### config.mk
export PLATFORM = sky130hd
export DESIGN_NAME = lru_key_value_cache_top
export DESIGN_NICKNAME = d
export VERILOG_FILES = /design/src/design/lkv_pkg.sv /design/src/design/lkv_cell.sv /design/src/design/lru_key_value_cache_top.sv
export SDC_FILE = /design/constraint.sdc
export NUM_CORES = 1
export LEC_CHECK = 0
export BUFFER_PORTS_ARGS = -buffer_cell sky130_fd_sc_hd__buf_4
export CAP_MARGIN = 20
export CELL_PAD_IN_SITES_DETAIL_PLACEMENT = 1
export CELL_PAD_IN_SITES_GLOBAL_PLACEMENT = 2
export CORE_MARGIN = 2
export CORE_UTILIZATION = 50
export CTS_CLUSTER_SIZE = 20
export DETAILED_ROUTE_END_ITERATION = 8
export GPL_TIMING_DRIVEN = 0
export PLACE_DENSITY = 0.89
export SLEW_MARGIN = 5
export SYNTH_ARGS = -nofsm -noshare
export SYNTH_HDL_FRONTEND = slang
export SYNTH_SLANG_ARGS = --single-unit
### constraint.sdc
create_clock -name clk -period 12.7 [get_ports clk]
set_clock_uncertainty 0.2 [all_clocks]
set_input_delay 1.27 -clock clk [delete_from_list [all_inputs] [get_ports clk]]
set_output_delay 1.27 -clock clk [all_outputs]
set_load 0.1 [all_outputs]
### src/design/lkv_pkg.sv
// Shared types and constants for the LRU key-value cache.
`timescale 1ns / 1ps
`default_nettype none

package lkv_pkg;

  localparam int KEY_W = 32;
  localparam int VAL_W = 32;
  localparam int CAP_W = 5;
  localparam logic [CAP_W-1:0] CAP_RESET = 5'd16;

  typedef enum logic {
    OP_GET = 1'b0,
    OP_SET = 1'b1
  } op_t;

  typedef struct packed {
    op_t               op;
    logic signed [KEY_W-1:0] key;
    logic signed [VAL_W-1:0] value;
  } in_word_t;

  typedef struct packed {
    logic                    hit;
    logic signed [VAL_W-1:0] read_value;
    logic                    evicted;
  } out_word_t;

  // One stored entry.
  typedef struct packed {
    logic             valid;
    logic [KEY_W-1:0] key;
    logic [VAL_W-1:0] value;
  } entry_t;

  // Running match / read data, passed from the old end of the row toward cell 0.
  typedef struct packed {
    logic             hit;
    logic [VAL_W-1:0] rd;
  } fwd_t;

  // Per-word control broadcast to every cell.
  typedef struct packed {
    logic step;   // word accepted this cycle
    logic hit;    // key found somewhere in the row
    logic ins;    // set that missed: insert at cell 0
    logic evict;  // insert drops the oldest valid entry
  } ctl_t;

endpackage

`default_nettype wire

### src/design/lkv_cell.sv
// One recency slot: holds an entry, compares the key, shifts toward the old end.
`timescale 1ns / 1ps
`default_nettype none

module lkv_cell import lkv_pkg::*; (
  input  wire logic             clk,
  input  wire logic             rst_n,
  input  wire logic [KEY_W-1:0] lookup_key,
  input  wire ctl_t             ctl,
  input  wire entry_t           prev_ent,  // younger neighbor (or new entry at cell 0)
  input  wire fwd_t             fwd_in,    // from older neighbor
  output fwd_t                  fwd_out,
  output entry_t                cur_ent,
  output logic                  match
);

  logic             valid_r;
  logic [KEY_W-1:0] key_r;
  logic [VAL_W-1:0] value_r;
  logic             shift;

  assign match       = valid_r && (key_r == lookup_key);
  assign fwd_out.hit = match | fwd_in.hit;
  assign fwd_out.rd  = fwd_in.rd | (match ? value_r : '0);
  assign cur_ent     = '{valid: valid_r, key: key_r, value: value_r};

  // Hit: slots from here to the hit slot age by one.
  // Insert: valid slots age; without eviction the first free slot fills too.
  always_comb begin
    shift = 1'b0;
    if (ctl.step) begin
      if (ctl.hit) begin
        shift = fwd_out.hit;
      end else if (ctl.ins) begin
        shift = ctl.evict ? valid_r : (valid_r | prev_ent.valid);
      end
    end
  end

  always_ff @(posedge clk) begin
    if (!rst_n) begin
      valid_r <= 1'b0;
    end else if (shift) begin
      valid_r <= prev_ent.valid;
    end
  end

  always_ff @(posedge clk) begin
    if (shift) begin
      key_r   <= prev_ent.key;
      value_r <= prev_ent.value;
    end
  end

endmodule

`default_nettype wire

### src/design/lru_key_value_cache_top.sv
// Top level of the fully associative LRU key-value cache.
//
// Usage:
//   Input channel (in_valid / in_stall / in_data) carries one request word:
//   op (get or set), key and value. Result channel (out_valid / out_stall /
//   out_data) returns exactly one word per request: hit, read_value (get hit
//   only, else zero) and evicted (set insert that dropped the oldest entry).
//   A word moves at a clock edge with valid high and stall low.
//   The result is registered and shows in the cycle after the request is
//   taken. Throughput: one request per cycle unless the result is stalled.
//   The whole lookup and the row's recency shift end as the word is taken.
//   A stalled result holds in the output register; the input is stalled only
//   while that register is full and not being drained, so the next request is
//   taken in the same cycle the pending result leaves.
//   Reset (rst_n low, synchronous) empties the store and sets capacity to 16.
//   cfg_wr_en / cfg_wr_data write the capacity register (0 acts as 1, values
//   above ENTRIES act as ENTRIES); write it only while the block is idle.
//   Lowering capacity below the fill drops nothing; later inserts replace.
`timescale 1ns / 1ps
`default_nettype none

module lru_key_value_cache_top import lkv_pkg::*; #(
  parameter int ENTRIES = 16
) (
  input  wire logic             clk,
  input  wire logic             rst_n,
  input  wire logic             in_valid,
  output logic                  in_stall,
  input  wire in_word_t         in_data,
  output logic                  out_valid,
  input  wire logic             out_stall,
  output out_word_t             out_data,
  input  wire logic             cfg_wr_en,
  input  wire logic [CAP_W-1:0] cfg_wr_data
);

  localparam int OCC_W = $clog2(ENTRIES + 1);
  localparam int CMP_W = (OCC_W > CAP_W) ? OCC_W : CAP_W;

  logic [CAP_W-1:0] cap_r;
  logic [OCC_W-1:0] occ_r, occ_nxt;
  logic             out_valid_r;
  out_word_t        out_r;

  logic             accept;
  ctl_t             ctl;
  entry_t           new_ent;
  logic [CMP_W-1:0] cap_ext, eff_cap;
  logic             full;

  entry_t           ent   [ENTRIES];
  fwd_t             fwd   [ENTRIES+1];
  logic [ENTRIES-1:0] match_vec;
  logic [ENTRIES-1:0] valid_vec;

  assign in_stall  = out_valid_r && out_stall;
  assign accept    = in_valid && !in_stall;
  assign out_valid = out_valid_r;
  assign out_data  = out_r;

  // effective capacity: clamp into 1 .. ENTRIES
  assign cap_ext = CMP_W'(cap_r);
  always_comb begin
    if (cap_r == '0) begin
      eff_cap = CMP_W'(1);
    end else if (cap_ext > CMP_W'(ENTRIES)) begin
      eff_cap = CMP_W'(ENTRIES);
    end else begin
      eff_cap = cap_ext;
    end
  end
  assign full = CMP_W'(occ_r) >= eff_cap;

  assign fwd[ENTRIES] = '0;

  assign ctl.step  = accept;
  assign ctl.hit   = fwd[0].hit;
  assign ctl.ins   = (in_data.op == OP_SET) && !fwd[0].hit;
  assign ctl.evict = full;

  // cell 0 takes the requested entry; on a get hit it is the entry itself
  assign new_ent.valid = 1'b1;
  assign new_ent.key   = in_data.key;
  assign new_ent.value = (in_data.op == OP_GET) ? fwd[0].rd : in_data.value;

  for (genvar i = 0; i < ENTRIES; i++) begin : g_cell
    if (i == 0) begin : g_head
      lkv_cell u_cell (
        .clk        (clk),
        .rst_n      (rst_n),
        .lookup_key (in_data.key),
        .ctl        (ctl),
        .prev_ent   (new_ent),
        .fwd_in     (fwd[i+1]),
        .fwd_out    (fwd[i]),
        .cur_ent    (ent[i]),
        .match      (match_vec[i])
      );
    end else begin : g_body
      lkv_cell u_cell (
        .clk        (clk),
        .rst_n      (rst_n),
        .lookup_key (in_data.key),
        .ctl        (ctl),
        .prev_ent   (ent[i-1]),
        .fwd_in     (fwd[i+1]),
        .fwd_out    (fwd[i]),
        .cur_ent    (ent[i]),
        .match      (match_vec[i])
      );
    end
    assign valid_vec[i] = ent[i].valid;
  end

  always_comb begin
    occ_nxt = occ_r;
    if (accept && ctl.ins && !full) begin
      occ_nxt = occ_r + OCC_W'(1);
    end
  end

  always_ff @(posedge clk) begin
    if (!rst_n) begin
      cap_r       <= CAP_RESET;
      occ_r       <= '0;
      out_valid_r <= 1'b0;
    end else begin
      if (cfg_wr_en) begin
        cap_r <= cfg_wr_data;
      end
      occ_r <= occ_nxt;
      if (accept) begin
        out_valid_r <= 1'b1;
      end else if (!out_stall) begin
        out_valid_r <= 1'b0;
      end
    end
  end

  always_ff @(posedge clk) begin
    if (accept) begin
      out_r.hit        <= fwd[0].hit;
      out_r.read_value <= (in_data.op == OP_GET) ? fwd[0].rd : '0;
      out_r.evicted    <= ctl.ins && full;
    end
  end

  // ---- assertions ----

  // fill count tracks the valid cells
  a_occ_count: assert property (@(posedge clk) disable iff (!rst_n)
    $countones(valid_vec) == int'(occ_r))
    else $error("occupancy does not match valid cells");

  // keys are unique, so at most one cell matches
  a_one_match: assert property (@(posedge clk) disable iff (!rst_n)
    $onehot0(match_vec))
    else $error("duplicate key in cell row");

  // a taken set always ends up most recent in cell 0
  a_set_head: assert property (@(posedge clk) disable iff (!rst_n)
    accept && in_data.op == OP_SET |=>
      ent[0].valid && ent[0].key == $past(in_data.key)
      && ent[0].value == $past(in_data.value))
    else $error("set word not at head of row");

  // an eviction only happens on a miss
  a_hit_evict: assert property (@(posedge clk) disable iff (!rst_n)
    out_valid_r |-> !(out_r.hit && out_r.evicted))
    else $error("hit and evicted both set");

endmodule

`default_nettype wire
# Word-level counts from Yosys, hierarchy flattened
# Cells that the tools add are included.
# op_classes
n_addsub,1
bitwise_logic,45
eq_ne,17
n_reduce_logical,26
muxes,85
magnitude_cmp,2
# op_table
cell,n
two-way mux 32 bit,17
== test 32 bit,16
bitwise OR 32 bit,15
two-way mux 1 bit,66
bitwise OR 1 bit,30
logical AND 1 bit,22
two-way mux 5 bit,2
adder 5 x 1 -> 5 bit (second input constant),1
greater-or-equal comparator 5 bit,1
greater-than comparator 5 bit (second input constant),1
zero test 5 bit,1
zero test 1 bit,3
!= test 2 x 1 -> 1 bit (second input constant),1
# word_totals
register_bits,1085
output_inout_bits,36

# Logic depth before layout (Yosys ltp)
# Gate-level depths: netlist of run 1.
# logic_depth
word_depth,22
mapped_depth,13

# Cells and area by module
# From an unflattened synthesis of run 1, not the netlist that was laid out.
# unflattened
hier_cells,2655
area_unflattened_um2,44305.0
# modules_own_cells
mod,area_per_inst_um2,cells_each,instances
lkv_cell,2635.0,155,16
lru_key_value_cache_top,2144.6,175,1

# Worst setup path after synthesis of run 1
# OpenSTA, ideal clock, no wires.
# synth_timing
kind,in2reg
startpoint,input port in_data[35] (netlist name)
endpoint,register g_cell[13].g_body.u_cell.key_r[0] (enable)
setup_time_ns,0.574
stages,12
t_arrival_ns,7.970
path_slack_ns,3.956
path_cell_list,buf_2 > buf_2 > xnor2_1 > nand3_1 > nor4_1 > and4_1 > clkbuf_1 > nor4_2 > nand3_2 > nand2b_1 > buf_2 > o21ai_0
# synth_between
elab_chain_cells,22
word_cells_on_any_way,52
cone_classes,16 x eq/ne; 3 x mux; 15 x bitwise; 18 x reduce/logical
# synth_rtl
item,line_no,text
from (decl),lru_key_value_cache_top.sv:29,"input wire in_word_t in_data,"
== test 32 bit,lkv_cell.sv:22,assign match = valid_r && (key_r == lookup_key);
logical AND 1 bit,lkv_cell.sv:22,
bitwise OR 1 bit (15 in a row),lkv_cell.sv:23,assign fwd_out.hit = match | fwd_in.hit;
zero test 1 bit,lru_key_value_cache_top.sv:78,assign ctl.ins = (in_data.op == OP_SET) && !fwd[0].hit;
logical AND 1 bit,lru_key_value_cache_top.sv:78,
two-way mux 1 bit,lkv_cell.sv:34,end else if (ctl.ins) begin
two-way mux 1 bit (*),lkv_cell.sv:32,if (ctl.hit) begin
two-way mux 1 bit (*),lkv_cell.sv:31,if (ctl.step) begin
net g_cell[13].g_body.u_cell.shift,lkv_cell.sv:20,logic shift;
to (signal assigned),lkv_cell.sv:50,key_r <= prev_ent.key;
to (decl),lkv_cell.sv:18,logic [KEY_W-1:0] key_r;
# The timed path passes the listed nets; every way through them passes the cells marked *.
# A chain may end at the register's enable or synchronous reset.

# Final worst setup path of run 1
# layout_timing
startpoint,input port in_data[33] (netlist name)
endpoint,register g_cell[1].g_body.u_cell.key_r[2] (enable)
# layout_between
elab_chain_cells,22
word_cells_on_any_way,52
cone_classes,16 x eq/ne; 3 x mux; 15 x bitwise; 18 x reduce/logical
# layout_rtl
item,line_no
== test 32 bit,lkv_cell.sv:22
logical AND 1 bit,lkv_cell.sv:22
bitwise OR 1 bit (15 in a row),lkv_cell.sv:23
zero test 1 bit,lru_key_value_cache_top.sv:78
logical AND 1 bit,lru_key_value_cache_top.sv:78
two-way mux 1 bit,lkv_cell.sv:34
two-way mux 1 bit (*),lkv_cell.sv:32
two-way mux 1 bit (*),lkv_cell.sv:31
net g_cell[1].g_body.u_cell.shift,lkv_cell.sv:20
to (signal assigned),lkv_cell.sv:50
to (decl),lkv_cell.sv:18
# Marked as above.

==> run_results.csv, run 1 <==
group,metric,value,unit
run_status,status,"completed",
clock_tree,cts_max_level,3,
worst_setup_path,end_kind,"register",
run,maxCapViolations,0,
worst_setup_path,cp_num_buf_inv,8,
worst_setup_path,start_kind,"primary input",
routing,wl_per_cell,35.7,um
yosys,postSynth.asyncResetShare,0,%
routing,wl,154000,um
sta,finalSetupViolCount,0,
sta,slew_headroom,19.0,%
clock_tree,cts_tree,"yes",
floorplanning,dieArea,90800,sq um
yosys,ys_ff_latch,1085,
floorplanning,initial_core_util,50.2,%
worst_setup_path,path_class,"primary input to register",
routing,ant_nets,0,
yosys,ys_seq_area_share,73.1,%
yosys,synth_area,44200,sq um
routing,vias_per_cell,6.58,
yosys,synth_ff_type,"edfxtp_1",
floorplanning,fp-row-count,109,
final_layout,nets,3147,
final_layout,final_cell_mix,"edfxtp_1 (1,058), xnor2_1 (378), a22oi_1 (184)",
hold_path,hold_path_class,"register to register",
yosys,synth.net_count,2869,
global_route,grt_pass1_vias,29700,
clock_tree,cts_setup_buffers,0,
floorplanning,ioPinCount,111,
sta,slew_violations,0,
worst_setup_path,cp_cell_sequence,"buf_4 -> buf_2 -> buf_2 -> xnor2_1 -> nand4_1 -> nor4_1 -> and4_1 -> clkbuf_1 -> clkbuf_1 -> nor2_1 -> nand4_1 -> nor3_1 -> a21oi_4 -> buf_16 -> buf_16 -> buf_12",
sta,rsz0062_at_grt,"no",
pwr,p_leak,16.4,nW
clock_tree,root_buffer,"clkbuf_16",
final_layout,drive_above_1_share,13.5,%
routing,firstDrtPassIters,6,
pwr,ir_drop,0.144,mV
placement,routabilityCongestion,0.945,
worst_setup_path,path_max_fanout,28,
worst_setup_path,reg2reg_from,"g_cell[4].g_body.u_cell.key_r[17]$_DFFE_PP_",
worst_setup_path,required,12.89,ns
final_layout,num_antenna_cells,0,
routing,drt_iter0_markers,4287,
hold_path,hp-start,"g_cell[14].g_body.u_cell.key_r[6]$_DFFE_PP_",
global_route,grt_pass1_wl,216000,um
worst_setup_path,r2r_slack,6.42,ns
yosys,synth-edff-count,1058,
global_route,grt_overflow,0,
clock_tree,cts_sinks,1085,
worst_setup_path,cpPeakStageDelay,0.86,ns
global_route,track_usage,33.9,%
sta,worst_pin_slew,1.22,ns
worst_setup_path,worstReg2RegEnd,"g_cell[1].g_body.u_cell.key_r[2]$_DFFE_PP_",
pwr,power.density,147,nW/um^2
clock_tree,cts_resized,0,
worst_setup_path,crit_arrival,7.50,ns
placement,dpl.hpwl,110000,um
routing,num_vias,28500,
worst_setup_path,slowest_stage,"clkbuf_1",
sta,finalCritPeriodShare,57.6,%
yosys,synth_cell_types,65,
sta,max_freq,137,MHz
floorplanning,coreArea,88000,sq um
yosys,post_synth.cell_area_avg,15.9,sq um
pwr,total_power,7.51,mW
placement,placed_cells,4113,
hold_path,min_path_cells,0,
clock_tree,insertion_delay,0.71,ns
yosys,synthCells,2788,
sta,finalHoldViolations,0,
worst_setup_path,path_delay_family,"buffers and inverters",
floorplanning,die_h,301,um
routing,drc,0,
worst_setup_path,reg2reg_depth,13,
final_layout,layout_commonest_cell,"edfxtp_1",
clock_tree,hold_buffers,0,
clock_tree,clk_pin_slew,0.07,ns
yosys,yosys_warnings,0,
placement,portBuffers,109,
global_route,grt_max_degree,34,
floorplanning,die_w,301,um
clock_tree,cts_buffer_depth,3,
clock_tree,cts_inserted_buffers,111,
global_route,antenna_found_initial,0,
hold_path,holdPathEnd,"g_cell[15].g_body.u_cell.key_r[6]$_DFFE_PP_",
sta,fin_crit,7.31,ns
worst_setup_path,cp-startpoint,"in_data[33]",
final_layout,final_cells,4322,
final_layout,areaGrowthSynthToFinish,15.9,%
[final cells by class]
class | instances | area [sq um]
buffer | 150 | 707
multi-input combinational | 1499 | 11200
sequential | 1085 | 32300
clock inverter | 42 | 322
timing repair buffer | 165 | 1960
tap | 1165 | 1460
inverter | 54 | 203
clock buffer | 162 | 3100
fill | 8035 | 36700
[state kept, by name, indices dropped and copies added, names as in the netlist]
signal                        count
g_cell.g_body.u_cell.key_r      480
g_cell.g_body.u_cell.value_r    480
out_data                         34
g_cell.g_head.u_cell.key_r       32
g_cell.g_head.u_cell.value_r     32
g_cell.g_body.u_cell.valid_r     15
cap_ext                           5
occ_r                             5
g_cell.g_head.u_cell.valid_r      1
out_valid                         1
[synth_stat cells (4+ instances only)]
master	n	area, sq um
a21oi_1	27	135
a21o_1	7	52.6
buf_4	9	67.6
a31oi_1	12	75.1
nor4b_1	10	87.6
nor4_1	62	388
edfxtp_1	1058	31800
o21a_1	6	45.0
a22oi_1	184	1380
nand3_1	37	185
o21ai_0	23	115
a221oi_1	36	315
nor3b_1	5	37.5
dfxtp_1	27	541
o211ai_1	7	52.6
buf_1	5	18.8
nand2b_1	20	125
buf_2	75	375
mux2i_1	37	370
xor2_1	127	1110
a22o_1	37	324
o22ai_1	4	25.0
nand4b_1	10	87.6
and3_1	13	81.3
ha_1	6	75.1
inv_1	54	203
clkbuf_1	59	221
nor2_1	75	282
or4_1	7	52.6
and4_1	20	175
nand2_1	81	304
a2111oi_0	4	35.0
nand4_1	165	1030
nor3_1	47	235
a211oi_1	5	37.5
xnor2_1	378	3310
[metal layers]
metal	track usage, %	part of all wire [%]	wire length, um	vias up
met2	53.6	47	72100	2058
met5	0	0	0	-
met1	45.2	38	58200	14600
met4	16.4	5.0	7750	0
li1	-	-	-	11400
met3	6.66	10	16100	424
[per-stage QoR]
step	hold slack [ns]	worst slack [ns]	TNS, ns	cell area [sq um]	util (%)
6_report	0.241	5.39	0	51200	58.2
5_1_grt	0.254	5.42	0	51200	58.2
3_5_place_dp	0.237	4.91	0	47700	54.3
2_1_floorplan	0.226	3.96	0	44200	-
4_1_cts	0.246	5.58	0	51200	58.2
3_3_place_gp	0.229	-1.71	-590.06	46500	52.8
[logic make-up (layout without fill, tap and decap cells)]
family	after synthesis	in the layout	share of synthesized area [%]
adder cells (fa/ha/maj)	6	6	0.170
flip-flops	1085	1085	73.1
AND/OR/NAND/NOR	574	574	7.45
buffers and inverters	204	573	2.06
AO/OA/AOI/OAI	377	377	6.38
multiplexers	37	37	0.838
XOR/XNOR	505	505	10.0
[worst max path at each step]
stage	end	slack (ns)	depth (start not counted)
after global placement	g_cell[14].g_body.u_cell.value_r[18]$_DFFE_PP_	-1.71	13
after CTS	g_cell[1].g_body.u_cell.key_r[29]$_DFFE_PP_	5.58	16
final	g_cell[1].g_body.u_cell.key_r[2]$_DFFE_PP_	5.39	16
after detailed placement	g_cell[1].g_body.u_cell.key_r[22]$_DFFE_PP_	4.91	16
after global routing	g_cell[1].g_body.u_cell.key_r[29]$_DFFE_PP_	5.42	16
after floorplan	g_cell[13].g_body.u_cell.key_r[0]$_DFFE_PP_	3.96	12
[power breakdown]
part / switching (mW) / internal, mW / total [mW]
Sequential: 0.0293 / 3.93 / 3.96
Clock: 1.41 / 1.75 / 3.16
Combinational: 0.272 / 0.119 / 0.391
(Power assumes the default switching activity.)
==> inputs of run 2 (changes only) <==
--- a/config.mk
+++ b/config.mk
@@ -10,11 +10,11 @@
 export CELL_PAD_IN_SITES_DETAIL_PLACEMENT = 1
 export CELL_PAD_IN_SITES_GLOBAL_PLACEMENT = 2
 export CORE_MARGIN = 2
-export CORE_UTILIZATION = 50
+export CORE_UTILIZATION = 47
 export CTS_CLUSTER_SIZE = 20
 export DETAILED_ROUTE_END_ITERATION = 8
 export GPL_TIMING_DRIVEN = 0
-export PLACE_DENSITY = 0.89
+export PLACE_DENSITY = 0.85
 export SLEW_MARGIN = 5
 export SYNTH_ARGS = -nofsm -noshare
 export SYNTH_HDL_FRONTEND = slang
==> constraint.sdc (replaced) <==
create_clock -name clk -period 6.9 [get_ports clk]
set_clock_uncertainty 0.2 [all_clocks]
set_input_delay 0.69 -clock clk [delete_from_list [all_inputs] [get_ports clk]]
set_output_delay 0.69 -clock clk [all_outputs]
set_load 0.1 [all_outputs]
==> run 2 against run 1 <==
Sequential power increased by 84%. Register-to-register slack lost 5.3 ns. Global-route usage is 2.7 points lower. Total power increased by 89%. Via count fell by 0.33%. Non-clock buffer count rose by 35. Die area is 6.3% higher. Highest routed layer unchanged.
==> run_results.csv, run 2 (synthesis gave the netlist of run 1 again) <==
group,metric,value,unit
routing,drt_iter0_markers,3603,
routing,dr.max_layer_used,"met4",
routing,wl_per_cell,34.2,um
sta,max_freq,149,MHz
worst_setup_path,crit_arrival,6.89,ns
routing,firstDrtPassIters,6,
worst_setup_path,path_max_fanout,24,
final_layout,nets,3183,
floorplanning,coreArea,93300,sq um
floorplanning,dieArea,96500,sq um
sta,slew_violations,0,
placement,placed_area,47900,sq um
routing,wl,152000,um
placement,dpl.hpwl,109000,um
final_layout,areaGrowthSynthToFinish,17.6,%
floorplanning,initial_core_util,47.4,%
final_layout,fillers,8734,
hold_path,hold_path_class,"primary input to register",
worst_setup_path,end_kind,"register",
worst_setup_path,cp-startpoint,"in_data[33]",
routing,drc,0,
final_layout,num_antenna_cells,0,
worst_setup_path,start_kind,"primary input",
global_route,grt_max_degree,35,
global_route,track_usage,31.2,%
sta,setup_tns,0,ns
sta,finalSetupViolCount,0,
global_route,antenna_found_initial,2,
clock_tree,cts_setup_buffers,0,
clock_tree,cts_max_level,3,
placement,routabilityCongestion,0.979,
worst_setup_path,required,7.09,ns
routing,dr_wl_met2,71300,um
sta,worst_pin_slew,1.32,ns
sta,holdWs,0.0264,ns
routing,num_vias,28400,
routing,vias_per_cell,6.37,
run_status,status,"completed",
pwr,p_leak,16.7,nW
clock_tree,cts_sinks,1085,
final_layout,final_area,52000,sq um
clock_tree,cts_buffer_depth,3,
clock_tree,clk_pin_slew,0.06,ns
final_layout,final_cell_mix,"edfxtp_1 (1,058), xnor2_1 (378), a22oi_1 (184)",
pwr,power.density,273,nW/um^2
sta,rsz0062_at_grt,"no",
floorplanning,die_w,311,um
pwr,ir_drop,0.233,mV
clock_tree,cts_tree,"yes",
global_route,grt_pass1_vias,29500,
final_layout,drive_above_1_share,14.2,%
routing,ant_nets,0,
sta,finalHoldViolations,0,
placement,portBuffers,109,
worst_setup_path,reg2reg_from,"g_cell[0].g_head.u_cell.key_r[28]$_DFFE_PP_",
hold_path,hp-start,"cfg_wr_data[2]",
clock_tree,root_buffer,"clkbuf_16",
floorplanning,die_h,311,um
sta,fin_crit,6.70,ns
global_route,grt_overflow,0,
sta,finalCritPeriodShare,97.1,%
final_layout,layout_commonest_cell,"edfxtp_1",
clock_tree,insertion_delay,0.72,ns
floorplanning,ioPinCount,111,
routing,m1WireLength,58700,um
sta,slew_headroom,12.2,%
routing,wl_met3,15400,um
worst_setup_path,path_class,"primary input to register",
clock_tree,cts_inserted_buffers,112,
floorplanning,fp-row-count,112,
global_route,grt_pass1_wl,215000,um
run,maxCapViolations,0,
-- run 2: stage by stage --
stage / cells / util, % / power [mW] / setup WS, ns
2_1_floorplan: 2788 / - / 7.81 / -1.26
3_3_place_gp: 4151 / 49.9 / 8.08 / -7.19
3_5_place_dp: 4203 / 51.3 / 8.12 / -0.120
4_1_cts: 4446 / 55.6 / 14.2 / 0.0435
5_1_grt: 4452 / 55.7 / 14.4 / 0.161
6_report: 4452 / 55.7 / 14.2 / 0.202
-- run 2: path summary, 6_finish.rpt --
kind / endpoint / slack, ns / cells past startpoint
setup reg to reg: g_cell[0].g_head.u_cell.key_r[28]$_DFFE_PP_ / 1.13 / 13
hold reg to reg: g_cell[11].g_body.u_cell.value_r[3]$_DFFE_PP_ / 0.25 / 0
setup / recovery: g_cell[0].g_head.u_cell.key_r[28]$_DFFE_PP_ / 0.20 / 17
hold / removal: cap_ext[2]$_SDFFE_PN0P_ / 0.03 / 3
-- run 2: worst max-delay path: stages --
cell and delay, ns:
dlygate4sd3_1 0.52, buf_4 0.10, buf_2 0.44, buf_2 0.52, xnor2_1 0.18, nand4_1 0.23
nor4_2 0.43, and4_1 0.26, clkbuf_1 0.66, clkdlybuf4s15_1 0.81, nor2_1 0.18, nand4_1 0.27
nor4_1 0.16, a21oi_4 0.68, buf_16 0.24, buf_12 0.20, buf_12 0.21
-- run 2: cell type report --
cell class	instances	area, sq um	area share (%)
multi-input cells	1499	11200	21.5
repair buffers	200	2330	4.49
inverters	54	203	0.390
flip-flops and latches	1085	32300	62.2
clock inverters	76	724	1.39
plain buffers	150	714	1.37
well taps	1254	1570	3.02
clock buffers	134	2930	5.63
-- run 2: what timing repair did --
action,4_1_cts,5_1_grt
resized for setup,0,7
setup endpoints to repair,0,24
hold endpoints to repair,33,0
hold buffers,33,0
-- run 2: layer usage --
layer	global-route usage, %	vias up
li1	-	11500
met1	41.4	14500
met2	50.0	1945
met3	6.26	374
met4	13.6	0
met5	0	-
-- run 2: report_power, final --
group | leakage, nW | internal, mW | switching (mW) | total, mW
Clock | 1.79 | 3.48 | 2.67 | 6.15
Sequential | 9.81 | 7.23 | 0.0511 | 7.28
Combinational | 5.08 | 0.233 | 0.499 | 0.732
Total | 16.7 | 10.9 | 3.22 | 14.2
